File: src/hdl/mer_pkg.sv
// Package for the midpoint ellipse rasterizer: sizes, codes, controller states
// and the command/status structs between controller and datapath. No dependencies.
package mer_pkg;

  localparam int RADIUS_BITS_DEF = 10;
  localparam int COORD_BITS_DEF  = 12;
  localparam int PIX_W           = 14;
  localparam int COLOR_W         = 4;
  localparam logic [COLOR_W-1:0] COLOR_RESET = 4'd5;

  localparam int PIX_PER_STEP = 4;
  localparam int PIX_IDX_W    = $clog2(PIX_PER_STEP);
  localparam logic [PIX_IDX_W-1:0] PIX_LAST = PIX_IDX_W'(PIX_PER_STEP - 1);

  localparam logic FUNC_START = 1'b0;
  localparam logic FUNC_STEP  = 1'b1;

  typedef enum logic [3:0] {
    ST_IDLE,
    ST_SQ,
    ST_INIT,
    ST_INIT2,
    ST_CHK,
    ST_M1,
    ST_M2,
    ST_SUM,
    ST_EMIT,
    ST_ADV
  } state_t;

  typedef enum logic [3:0] {
    OP_NOP,
    OP_LOAD,
    OP_SQ,
    OP_INIT,
    OP_INIT2,
    OP_M1,
    OP_M2,
    OP_SUM,
    OP_ADV
  } dp_op_t;

  typedef struct packed {
    dp_op_t               op;
    logic [PIX_IDX_W-1:0] pix_idx;
  } dp_cmd_t;

  typedef struct packed {
    logic in_r2;
    logic y_zero;
    logic region_change;
  } dp_status_t;

endpackage

File: src/hdl/mer_ctrl.sv
// Controller of the ellipse rasterizer: sequences start, pixel output, advance
// and region change through mer_datapath commands. Depends on mer_pkg.
module mer_ctrl (
  input  logic                clk,
  input  logic                rst,
  input  logic                in_valid,
  output logic                in_ready,
  input  logic                in_func,
  output logic                out_valid,
  input  logic                out_ready,
  output logic                group_last,
  output logic                ellipse_done,
  output mer_pkg::dp_cmd_t    cmd,
  input  mer_pkg::dp_status_t status
);
  import mer_pkg::*;

  state_t               state;
  state_t               state_next;
  logic                 active;
  logic [PIX_IDX_W-1:0] pix_idx;

  always_ff @(posedge clk) begin
    if (rst) begin
      state   <= ST_IDLE;
      active  <= 1'b0;
      pix_idx <= '0;
    end else begin
      state <= state_next;
      if (state == ST_IDLE && in_valid && in_func == FUNC_START) begin
        active <= 1'b1;
      end else if (state == ST_ADV && status.in_r2 && status.y_zero) begin
        active <= 1'b0;
      end
      if (state == ST_EMIT && out_ready) begin
        pix_idx <= pix_idx + 1'b1;
      end
    end
  end

  always_comb begin
    state_next = state;
    case (state)
      ST_IDLE: begin
        if (in_valid) begin
          if (in_func == FUNC_START) begin
            state_next = ST_SQ;
          end else if (active) begin
            state_next = ST_EMIT;
          end
        end
      end
      ST_SQ:    state_next = ST_INIT;
      ST_INIT:  state_next = ST_INIT2;
      ST_INIT2: state_next = ST_CHK;
      ST_CHK:   state_next = status.region_change ? ST_M1 : ST_IDLE;
      ST_M1:    state_next = ST_M2;
      ST_M2:    state_next = ST_SUM;
      ST_SUM:   state_next = ST_IDLE;
      ST_EMIT: begin
        if (out_ready && pix_idx == PIX_LAST) begin
          state_next = ST_ADV;
        end
      end
      // region two checks no boundary after the advance
      ST_ADV:   state_next = status.in_r2 ? ST_IDLE : ST_CHK;
      default:  state_next = ST_IDLE;
    endcase
  end

  always_comb begin
    cmd.op      = OP_NOP;
    cmd.pix_idx = pix_idx;
    in_ready    = 1'b0;
    out_valid   = 1'b0;
    case (state)
      ST_IDLE: begin
        in_ready = 1'b1;
        if (in_valid && in_func == FUNC_START) begin
          cmd.op = OP_LOAD;
        end
      end
      ST_SQ:    cmd.op = OP_SQ;
      ST_INIT:  cmd.op = OP_INIT;
      ST_INIT2: cmd.op = OP_INIT2;
      ST_M1:    cmd.op = OP_M1;
      ST_M2:    cmd.op = OP_M2;
      ST_SUM:   cmd.op = OP_SUM;
      ST_EMIT:  out_valid = 1'b1;
      ST_ADV:   cmd.op = OP_ADV;
      default: begin
      end
    endcase
  end

  // last step of region two is the one whose advance takes y below zero
  assign group_last   = (pix_idx == PIX_LAST);
  assign ellipse_done = group_last && status.in_r2 && status.y_zero;

  a_no_overlap: assert property (@(posedge clk) disable iff (rst)
    !(in_ready && out_valid))
    else $error("request and pixel channels active together");

  a_idx_hold: assert property (@(posedge clk) disable iff (rst)
    (out_valid && !out_ready) |=> $stable(pix_idx))
    else $error("pixel index moved while stalled");

  a_emit_active: assert property (@(posedge clk) disable iff (rst)
    out_valid |-> active)
    else $error("pixel emitted while no ellipse is active");

  a_done_idle: assert property (@(posedge clk) disable iff (rst)
    (state == ST_ADV && status.in_r2 && status.y_zero) |=> (!active && state == ST_IDLE))
    else $error("final step did not end the ellipse");

endmodule

File: config.mk
export PLATFORM = sky130hd
export DESIGN_NAME = mer_ctrl
export DESIGN_NICKNAME = d
export VERILOG_FILES = /design/src/hdl/mer_pkg.sv /design/src/hdl/mer_ctrl.sv
export SDC_FILE = /design/constraint.sdc
export NUM_CORES = 1
export LEC_CHECK = 0
export CORE_AREA = 3 3 40 42
export DETAILED_ROUTE_END_ITERATION = 10
export DIE_AREA = 0 0 43 45
export DONT_BUFFER_PORTS = 1
export PLACE_DENSITY = 0.55
export SYNTH_ARGS = -nofsm -noshare
export SYNTH_HDL_FRONTEND = slang
export SYNTH_SLANG_ARGS = --single-unit
File: constraint.sdc
create_clock -name clk -period 1.2 [get_ports clk]
set_input_delay 0.06 -clock clk [delete_from_list [all_inputs] [get_ports clk]]
set_output_delay 0.06 -clock clk [all_outputs]
set_load 0.05 [all_outputs]
======== After elaboration in Yosys (flattened, before gate mapping) ========
Cells that the tools add are included.
cells by class
  bitwise gates (word level) .............. 1
  shift-type cells ........................ 0
  divide/modulo/power cells ............... 0
  multiply operators ...................... 0
  $add $sub $neg .......................... 1
  order comparisons ....................... 0
  reductions and logical operators ........ 12
  multiplexer cells ....................... 13
  equality and inequality tests ........... 13
operator list
  cell                 count
  $pmux 4 s9           1
  $pmux 4 s8           1
  $eq 4x3->1 const B   4
  $mux 4               4
  $logic_and 1x1->1    9
  $eq 4x2->1 const B   2
  $eq 4x4->1 const B   2
  $mux 3               2
  $mux 1               5
  $eq 4x1->1 const B   1
  $logic_not 4->1      1
  $ne 3x3->1 const B   1
  $reduce_and 3->1     1
  $add 2x1->2 const B  1
  $eq 2x2->1 const B   1
  $ne 2x1->1 const B   1
  $ne 2x2->1 const B   1
  $reduce_bool 2->1    1
  $not 1->1            1
word-level totals
  register bits after elaboration ......... 7
  memories kept ........................... 0
  RAM bits ................................ 0
  bits in read-only memories .............. 0
  latch bits .............................. 0

======== Longest topological paths before layout ========
Gate-level depths: netlist of the first run.
  depth in word-level cells ............... 5
  mapped depth ............................ 4
  depth with buffers taken out ............ 4

======== Worst setup path before layout of the first run ========
Ideal clock, no wire load.
  path kind ............................... register to output
  from .................................... reg pix_idx[0]
  to ...................................... out ellipse_done
  path slack .............................. -0.625 ns
  buffers on the path ..................... 0
  arrival ................................. 1.765 ns
  stages on the path, launching flop included .. 3
  path through ............................ dfxtp_1 ha_1 and3_1
between the ends
  cells in the longest elaborated chain, start to end .. 3
RTL lines
  item                            RTL line        RTL
  start: declaration              mer_ctrl.sv:21  logic [PIX_IDX_W-1:0] pix_idx;
  start signal: assignment        mer_ctrl.sv:36  pix_idx <= pix_idx + 1'b1;
  $eq 2x2->1                      mer_ctrl.sv:97  assign group_last = (pix_idx == PIX_LAST);
  named net group_last            mer_ctrl.sv:11  output logic group_last,
  $logic_and 1x1->1 (2 in a row)  mer_ctrl.sv:98  assign ellipse_done = group_last && status.in_r2 && status.y_zero;
  end: declaration                mer_ctrl.sv:12  output logic ellipse_done,
The timed path passes the listed nets, and every way through them passes these cells.

======== Worst setup path in the final report of the first run ========
  from .................................... reg state[1]
  to ...................................... out in_ready
between the ends
  cells in the longest elaborated chain, start to end .. 2
RTL lines
  item                      RTL line        RTL
  start: declaration        mer_ctrl.sv:18  state_t state;
  start signal: assignment  mer_ctrl.sv:29  state <= state_next;
  $logic_not 4->1           mer_ctrl.sv:76  case (state)
  $mux 1                    mer_ctrl.sv:76
  end: declaration          mer_ctrl.sv:7   output logic in_ready,
No other way between the ends.

==> metrics.txt, run 1 <==
routability congestion estimate 0.770; drt pass-1 iters 4; total global routing overflow 0; Commonest cells post-synth 8 x nor2_1, 7 x dfxtp_1, 5 x nand2_1; crit path to in_ready; placed insts 91; Yosys reg bits 7; crit path kind reg2out; port buffer count 0; Yosys top cell by area dfxtp_1; final setup TNS -0.722 ns; main area contributors after synthesis dfxtp_1 29%, nor2_1 6.1%, nor2b_1 5.1%; critical path fanouts, max 3; syn nets 72; Post-DP HPWL 980 um; main flop type after synthesis dfxtp_1; RSZ-0062 raised after global routing true; crit end category output pin; die area approximately 1900 um2; max-slew violations 0; Post-DRT Antenna Nets 0; TritonCTS clock tree built; Final Hold Fails 0; root buf cell clkbuf_4; Final setup viols 7; Crit. Startpoint state[1]$_SDFFE_PP0P_; Layout Skew about 0.00061 ns; power density cells 1040 nW/um2; routed vias/inst 5.12; Worst VDD drop roughly 0.66 mV; Setup WS post-layout -0.206 ns; Tmin final approximately 1.4 ns; Die Wd roughly 43 um; initial cell density of the core 38.1%; R2R cell count 3; Remaining DRCs 0; Die H ~45 um; layout net count 98; htree depth 1; outcome finished with violations; number of flops mapped to enable cells by yosys 0; worst slew pin tran roughly 0.34 ns; Async SR Flop Fraction 0%; I/O pins 18; FF-to-FF Start state[0]$_SDFFE_PP0P_; Vias 527; largest net degree at the start of global routing 12; Rows 13; final non-filler cell total 103; Floorplan Core Area 1280 um2; Netlist cell types 33; Clk Latency, worst-skew pair 0.25 ns; TritonCTS Sinks 7; ANT cells 0; Crit Reg-Reg Endpoint pix_idx[0]$_SDFFE_PP0P_; total wire length 1.37 mm; top-count cell post-synth nor2_1; Syn Std Cell Area 489 um2; vias in the first global route 480; Syn Inst Count 63; first-pass GRT wire length 2.16 mm; Crit path arrival time 1.35 ns; layout cell share with drive strength beyond 1 46.6%; Max clock buf depth 2; sequential area share after synthesis around 29%; P&R area growth vs syn 76.0%; Hold Path Class in2reg; CTS buffer count 3; Avg Inst Size Synth 7.77 um2; failing checks setup timing; clock slew at reported path FFs 0.05 ns; flop-to-flop setup slack -0.01 ns; Synth warnings 0; Max Fclk 711 MHz; Pleak 0.354 nW; DR WL/cell 13.3 um; initial drt markers 8; GRT Total Usage roughly 15%; Max Cap Viol 0; top-area cell type share of the netlist area roughly 29%; max_slew headroom between 70 and 80%; initial antenna violation count 0; part of the cycle the worst path needs 117%; Critical Path Start Type flop; CP required 1.14 ns
worst min path at each step:
| stage | startpoint | to | depth (start not counted) |
|---|---|---|---|
| after floorplan | status[2] | state[2]$_SDFFE_PP0P_ | 1 |
| after global placement | rst | state[3]$_SDFFE_PP0P_ | 1 |
| after detailed placement | rst | state[3]$_SDFFE_PP0P_ | 1 |
| after CTS | status[1] | active$_SDFFE_PP0P_ | 3 |
| after global routing | status[1] | active$_SDFFE_PP0P_ | 3 |
| final | rst | pix_idx[0]$_SDFFE_PP0P_ | 2 |
state kept, by name, summed over array words and instances, names as in the netlist:
signal / flops
state: 4
pix_idx: 2
active: 1
stage by stage:
step	setup WS, ns	cell area, um2	hold slack [ns]	power, W	utilization, %
2_1_floorplan	-0.0622	528	0.179	0.000482	-
3_3_place_gp	-0.00165	726	0.134	0.000625	56.5
3_5_place_dp	-0.0379	726	0.134	0.000630	56.5
4_1_cts	-0.223	818	0.00180	0.000888	63.7
5_1_grt	-0.249	861	0.0157	0.000942	67.0
6_report	-0.206	861	0.0285	0.000892	67.0
cell type report:
cell class,count,area [um2]
clock buffers,4,26.3
fillers,104,424
inverters,2,7.51
multi-input cells,49,363
flip-flops and latches,7,151
well taps,15,18.8
repair buffers,26,294
logic make-up after synthesis:
| logic type | after synthesis | synth area share [%] |
|---|---|---|
| compound gates | 13 | 17.4 |
| xor+xnor | 2 | 3.58 |
| fa+ha+maj | 1 | 2.56 |
| buf+inv | 7 | 7.93 |
| flops | 7 | 28.6 |
| mux | 2 | 4.35 |
| simple gates | 31 | 35.6 |
routing by layer:
metal | vias to the layer above | part of all wire, % | global-route usage [%]
met1 | 238 | 43 | 17.8
li1 | 269 | - | -
met3 | 2 | 7.0 | 6.77
met5 | - | 0 | 0
met2 | 18 | 50 | 24.9
met4 | 0 | 0.29 | 5.42
power breakdown:
| group | switching, W | leakage (nW) | total (W) | internal [W] |
|---|---|---|---|---|
| registers | 0.0000158 | 0.0599 | 0.000261 | 0.000245 |
| clock network | 0.0000866 | 0.0150 | 0.000213 | 0.000127 |
| logic | 0.000202 | 0.279 | 0.000418 | 0.000216 |
worst max-delay path, cell delays in order (launching register included):
cell	delay, ns
dfxtp_2	0.33
buf_6	0.11
or3_4	0.39
nor2_4	0.11
buf_12	0.14
placed cells by master, fill, tap and decap left out, types with 3 or more instances in the layout:
cell type | Yosys | routed
buf_4 | 1 | 12
nor2_1 | 8 | 6
buf_12 | 0 | 6
nand2_1 | 5 | 5
dlygate4sd3_1 | 0 | 5
o21ai_0 | 4 | 3
nor2b_1 | 4 | 3
clkbuf_4 | 0 | 3
buf_6 | 1 | 3
dfxtp_2 | 0 | 3
timing repair:
item	CTS	global route
hold buffers	3	2
pin swaps	5	2
setup buffers	2	1
setup endpoints to repair	8	11
hold endpoints to repair	6	1
resized for setup	8	5
Power figures use the tool's default switching activity.
==> inputs of run 2 (changes only) <==
--- a/config.mk
+++ b/config.mk
@@ -9,7 +9,7 @@
 export DETAILED_ROUTE_END_ITERATION = 10
 export DIE_AREA = 0 0 43 45
 export DONT_BUFFER_PORTS = 1
-export PLACE_DENSITY = 0.55
+export PLACE_DENSITY = 0.64
 export SYNTH_ARGS = -nofsm -noshare
 export SYNTH_HDL_FRONTEND = slang
 export SYNTH_SLANG_ARGS = --single-unit
==> metrics.txt, run 2 (synthesis gave the netlist of run 1 again) <==
RSZ-0062 raised after global routing true (unchanged); part of the cycle the worst path needs 119% (was 117%); Rows 13 (unchanged); TritonCTS clock tree built (unchanged); hold-critical path depth 3 (was 2); crit-path cells buf_6 -> or3_4 -> nor2_4 -> buf_12 (unchanged); initial antenna violation count 0 (unchanged); Die Wd 43 um (unchanged); Hold Path Class in2reg (unchanged); vias in the first global route 555 (was 480); P&R area growth vs syn 104% (was 76.0%); final non-filler cell total 108 (was 103); drt pass-1 iters 4 (unchanged); R2R cell count 4 (was 3); flop-to-flop setup slack -0.13 ns (was -0.01 ns); I/O pins 18 (unchanged); max reg flops 4 (unchanged); Max Fclk 700 MHz (was 711 MHz); Crit. Startpoint state[2]$_SDFFE_PP0P_ (was state[1]$_SDFFE_PP0P_); initial drt markers 8 (unchanged); critical path fanouts, max 10 (was 3); worst slew pin tran 0.342 ns (was 0.337 ns); failing checks hold timing, setup timing (was setup timing); Clk Latency, worst-skew pair 0.27 ns (was 0.25 ns); outcome finished with violations (unchanged); DR WL/cell 17.9 um (was 13.3 um); FF-to-FF Start state[0]$_SDFFE_PP0P_ (unchanged); Post-DRT Antenna Nets 0 (unchanged); Post-DP Area 718 um2 (was 726 um2); Crit-path slowest cell or3_4 (unchanged); routability congestion estimate 0.877 (was 0.770); CP required 1.14 ns (about the same); Biggest register state (unchanged); power density cells 1020 nW/um2 (was 1040 nW/um2); total wire length 1.94 mm (was 1.37 mm); CTS buffer count 3 (unchanged); routed vias/inst 5.56 (was 5.12); crit end category output pin (unchanged); first-pass GRT wire length 2.56 mm (was 2.16 mm); Top Registers state (4), pix_idx (2), active (1) (unchanged); max_slew headroom 77.1% (was 77.2%); Layout Skew 0.0148 ns (was 0.000610 ns); most frequent cells in the layout 13 x buf_4, 9 x buf_6, 6 x buf_12 (was 12 x buf_4, 6 x nor2_1, 6 x buf_12); GRT Total Usage 18.2% (was 15.2%); layout cell share with drive strength beyond 1 63.4% (was 46.6%); layout net count 103 (was 98); Final Hold Fails 1 (was 0); htree depth 1 (unchanged); port buffer count 0 (unchanged); Tmin final 1.43 ns (was 1.41 ns); Pleak 0.408 nW (was 0.354 nW); Floorplan Core Area 1280 um2 (unchanged); Crit path arrival time 1.37 ns (was 1.35 ns); max-slew violations 0 (unchanged); placed insts 90 (was 91); Vias 600 (was 527); Remaining DRCs 0 (unchanged); Fin Hold WS -0.0109 ns (was 0.0285 ns); die area 1940 um2 (unchanged); most common cell after layout, fill and taps aside buf_4 (unchanged); Die H 45 um (unchanged); initial cell density of the core 38.1% (unchanged); root buf cell clkbuf_4 (unchanged); Critical Path Start Type flop (unchanged); Crit Reg-Reg Endpoint pix_idx[0]$_SDFFE_PP0P_ (unchanged); largest net degree at the start of global routing 12 (unchanged); critical path's largest stage delay 0.35 ns (was 0.39 ns); DP Worst Slack -0.0207 ns (was -0.0379 ns); TritonCTS Sinks 7 (unchanged); Max clock buf depth 2 (unchanged); Final Power 0.00102 W (was 0.000892 W); crit path kind reg2out (unchanged); Worst VDD drop 0.667 mV (was 0.660 mV); Setup WS post-layout -0.228 ns (was -0.206 ns); Final setup viols 9 (was 7); final instance area 996 um2 (was 861 um2); fillcell total 87 (was 104); total global routing overflow 0 (unchanged); clock slew at reported path FFs 0.06 ns (was 0.05 ns); Max Cap Viol 0 (unchanged); Post-DP HPWL 983 um (was 980 um); ANT cells 0 (unchanged); start point of the worst hold path status[1] (was rst); hold endpoint active$_SDFFE_PP0P_ (was pix_idx[0]$_SDFFE_PP0P_)
==> run 2: cell types whose count changed in the layout (fill, tap and decap cells not counted), sizes merged <==
| cell | change |
|---|---|
| dlygate4sd3 | -2 |
| clkinv | +1 |
| clkbuf | -1 |
| buf | +7 |
==> run 2: area by class of cell <==
type                       instances  area (um2)  area share [%]
timing repair buffer              31         349            35.1
clock inverter                     1        5.00           0.503
sequential                         7         151            15.2
tap                               15        18.8            1.88
clock buffer                       3        22.5            2.26
multi-input combinational         49         442            44.3
inverter                           2        7.51           0.754
==> run 2: worst max path at each step <==
| stage | endpoint | slack [ns] |
|---|---|---|
| after floorplan | out_valid | -0.06 |
| after global placement | pix_idx[0]$_SDFFE_PP0P_ | 0.02 |
| after detailed placement | pix_idx[0]$_SDFFE_PP0P_ | -0.02 |
| after CTS | in_ready | -0.23 |
| after global routing | in_ready | -0.27 |
| final | in_ready | -0.23 |
==> run 2: per-layer routing <==
| layer | routed length (um) | GRT usage (%) | up-vias | part of all wire (%) |
|---|---|---|---|---|
| met2 | 1010 | 30.5 | 26 | 52 |
| li1 | - | - | 282 | - |
| met5 | 0 | 0 | - | 0 |
| met1 | 772 | 22.2 | 286 | 40 |
| met4 | 48 | 9.04 | 0 | 2.5 |
| met3 | 106 | 3.98 | 6 | 5.5 |
==> run 2: worst max-delay path: cells and delay by family (launching register included) <==
kind	cells	cell delay [ns]
DFF	1	0.34
and+or+nand+nor	2	0.46
buffers and inverters	2	0.29
==> run 2: power breakdown <==
part | internal, W | switching (W)
clock | 0.000123 | 0.000108
sequential | 0.000245 | 0.0000164
combinational | 0.000276 | 0.000251
==> run 2: through the flow <==
stage	setup TNS [ns]	util (%)
final	-1.27	77.5
after global routing	-1.68	77.5
after CTS	-1.24	67.9
after detailed placement	-0.0233	55.9
after global placement	0	55.9
after floorplan	-0.0622	-
==> run 2: timing repair <==
action	CTS	global route
endpoints found under the hold margin	6	0
hold buffers	3	0
buffers inserted	8	5
setup endpoints to repair	8	13
gates cloned	0	0
pin swaps	5	9
resized for setup	15	24
==> inputs of run 3 (changes only) <==
--- a/config.mk
+++ b/config.mk
@@ -5,11 +5,12 @@
 export SDC_FILE = /design/constraint.sdc
 export NUM_CORES = 1
 export LEC_CHECK = 0
+export ABC_AREA = 1
 export CORE_AREA = 3 3 40 42
 export DETAILED_ROUTE_END_ITERATION = 10
 export DIE_AREA = 0 0 43 45
 export DONT_BUFFER_PORTS = 1
-export PLACE_DENSITY = 0.64
+export PLACE_DENSITY = 0.6
 export SYNTH_ARGS = -nofsm -noshare
 export SYNTH_HDL_FRONTEND = slang
 export SYNTH_SLANG_ARGS = --single-unit
==> metrics.txt, run 3 <==
Tmin final 1.35 ns (was 1.43 ns); Clk Latency, worst-skew pair 0.24 ns (was 0.27 ns); max-slew violations 0 (unchanged); outcome finished with violations (unchanged); Fin Hold WS 0.0473 ns (was -0.0109 ns); Synth Area in XOR/XNOR 0% (was 3.58%); Post-Synth Adder-Cell Area 2.79% (was 2.56%); Post-DP Area 651 um2 (was 718 um2); die area 1940 um2 (unchanged); P&R area growth vs syn 73.8% (was 104%); Netlist cell types 18 (was 33); final setup TNS -0.560 ns (was -1.27 ns); htree depth 1 (unchanged); Die Wd 43 um (unchanged); worst slew pin tran 0.287 ns (was 0.342 ns); Final setup viols 7 (was 9); Critical Path Start Type flop (unchanged); Final Util 60.8% (was 77.5%); drt pass-1 iters 4 (unchanged); most frequent cells in the layout 12 x nand2_1, 10 x buf_4, 8 x nand3_1 (was 13 x buf_4, 9 x buf_6, 6 x buf_12); Async SR Flop Fraction 0% (unchanged); total wire length 1.29 mm (was 1.94 mm); sequential area share after synthesis 31.2% (was 28.6%); largest family of logic cells by synthesized area simple AND/OR/NAND/NOR gates (unchanged); max_slew headroom 80.8% (was 77.1%); top-area cell type share of the netlist area 31.2% (was 28.6%); initial drt markers 12 (was 8); Layout Skew 0.000694 ns (was 0.0148 ns); Floorplan Core Area 1280 um2 (unchanged); Max Cap Viol 0 (unchanged); Rows 13 (unchanged); ANT cells 0 (unchanged); Post-DP HPWL 974 um (was 983 um); layout cell share with drive strength beyond 1 51.6% (was 63.4%); Yosys top cell by area dfxtp_1 (unchanged); start point of the worst hold path status[2] (was status[1]); post-synthesis mux area share 0% (was 4.35%); Syn Inst Count 70 (was 63); Synth Area in Compound Gates 14.2% (was 17.4%); Final Hold Fails 0 (was 1); Synth warnings 0 (unchanged); crit path kind reg2out (unchanged); layout net count 103 (unchanged); critical path fanouts, max 3 (was 10); Crit. Startpoint state[2]$_SDFFE_PP0P_ (unchanged); vias in the first global route 528 (was 555); Syn Std Cell Area 449 um2 (was 489 um2); failing checks setup timing (was hold timing, setup timing); Worst VDD drop 1.28 mV (was 0.667 mV); initial cell density of the core 35.0% (was 38.1%); clock slew at reported path FFs 0.05 ns (was 0.06 ns); routability congestion estimate 0.866 (was 0.877); Top Registers state (4), pix_idx (2), active (1) (unchanged); Die H 45 um (unchanged); most common cell after layout, fill and taps aside nand2_1 (was buf_4); Max clock buf depth 2 (unchanged); Commonest cells post-synth 13 x nand2_1, 11 x nor2_1, 9 x nand3_1 (was 8 x nor2_1, 7 x dfxtp_1, 5 x nand2_1); final instance area 781 um2 (was 996 um2); Crit path arrival time 1.29 ns (was 1.37 ns); port buffer count 0 (unchanged); routed vias/inst 5.09 (was 5.56); power density cells 2630 nW/um2 (was 1020 nW/um2); crit end category output pin (unchanged); Yosys reg bits 7 (unchanged); RSZ-0062 raised after global routing true (unchanged); main flop type after synthesis dfxtp_1 (unchanged); root buf cell clkbuf_4 (unchanged); Remaining DRCs 0 (unchanged); CP required 1.14 ns (about the same); FF-to-FF Start state[0]$_SDFFE_PP0P_ (unchanged); max reg flops 4 (unchanged); part of the cycle the worst path needs 113% (was 119%); first-pass GRT wire length 2.11 mm (was 2.56 mm); Vias 550 (was 600); syn nets 79 (was 72); TritonCTS clock tree built (unchanged); Pleak 0.330 nW (was 0.408 nW); initial antenna violation count 0 (unchanged); Avg Inst Size Synth 6.42 um2 (was 7.77 um2); GRT Total Usage 15.0% (was 18.2%); Post-DRT Antenna Nets 0 (unchanged); Max Fclk 738 MHz (was 700 MHz); simple-gate share of the synthesized area 43.5% (was 35.5%); total global routing overflow 0 (unchanged); TritonCTS Sinks 7 (unchanged); DR WL/cell 12.0 um (was 17.9 um); CTS buffer count 3 (unchanged); main area contributors after synthesis dfxtp_1 31%, nand2_1 11%, nand3_1 10% (was dfxtp_1 29%, nor2_1 6.1%, nor2b_1 5.1%); Hold Path Class in2reg (unchanged); largest net degree at the start of global routing 8 (was 12); Setup WS post-layout -0.155 ns (was -0.228 ns); I/O pins 18 (unchanged); number of flops mapped to enable cells by yosys 0 (unchanged); top-count cell post-synth nand2_1 (was nor2_1); Final Power 0.00205 W (was 0.00102 W); Biggest register state (unchanged)
[run 3: changes by cell type after synthesis, sizes merged, moves of 3 or more]
| cell | previous run | this run |
|---|---|---|
| nor2 | 8 | 14 |
| nand2 | 5 | 16 |
| a21oi | 2 | 5 |
| inv | 2 | 10 |
| nand3 | 2 | 9 |
| nor2b | 4 | 0 |
| buf | 3 | 0 |
| nor3 | 3 | 0 |
[run 3: layout make-up]
cell class	instances	area [um2]
tap	15	18.8
multi-input combinational	53	320
sequential	7	158
clock buffer	4	26.3
timing repair buffer	19	218
fill	119	504
inverter	10	40.0
[run 3: what timing repair did]
action                                  in CTS  in global routing
hold endpoints to repair                     7                  0
setup buffers                                4                  1
endpoints found under the setup margin       4                 10
resized for setup                           11                  6
gates cloned                                 0                  0
hold buffers                                 2                  0
pin swaps                                    4                  0
[run 3: cell families after synthesis]
kind of cell | after synthesis
buffers and inverters | 10
adders and majority gates | 1
AOI/OAI and AO/OA | 11
DFF | 7
and+or+nand+nor | 41
[run 3: worst max-delay path, cell delays in order (launching register included)]
cell and delay, ns:
dfxtp_2 0.35, inv_2 0.07, nor2_4 0.11, inv_2 0.05
o211ai_1 0.25, clkbuf_16 0.22
[run 3: stage by stage]
stage | instances | worst slack, ns
2_1_floorplan | 70 | -0.211
3_3_place_gp | 97 | 0.0724
3_5_place_dp | 97 | 0.0545
4_1_cts | 107 | -0.165
5_1_grt | 108 | -0.220
6_report | 108 | -0.155
[run 3: per-layer routing]
metal | GRT usage (%) | vias to the layer above | routed length [um]
li1 | - | 277 | -
met1 | 15.5 | 254 | 513
met2 | 27.5 | 17 | 701
met3 | 2.39 | 2 | 63
met4 | 10.8 | 0 | 13
met5 | 0 | - | 0
[run 3: worst paths after layout]
kind / end / slack (ns) / depth (start not counted)
max: cmd[2] / -0.15 / 5
min: state[2]$_SDFFE_PP0P_ / 0.05 / 3
max reg2reg: pix_idx[0]$_SDFFE_PP0P_ / -0.10 / 7
min reg2reg: active$_SDFFE_PP0P_ / 0.52 / 2
[run 3: where the power goes]
part | internal, W | switching [W]
sequential | 0.000303 | 0.0000737
clock | 0.000126 | 0.0000769
combinational | 0.000632 | 0.000840
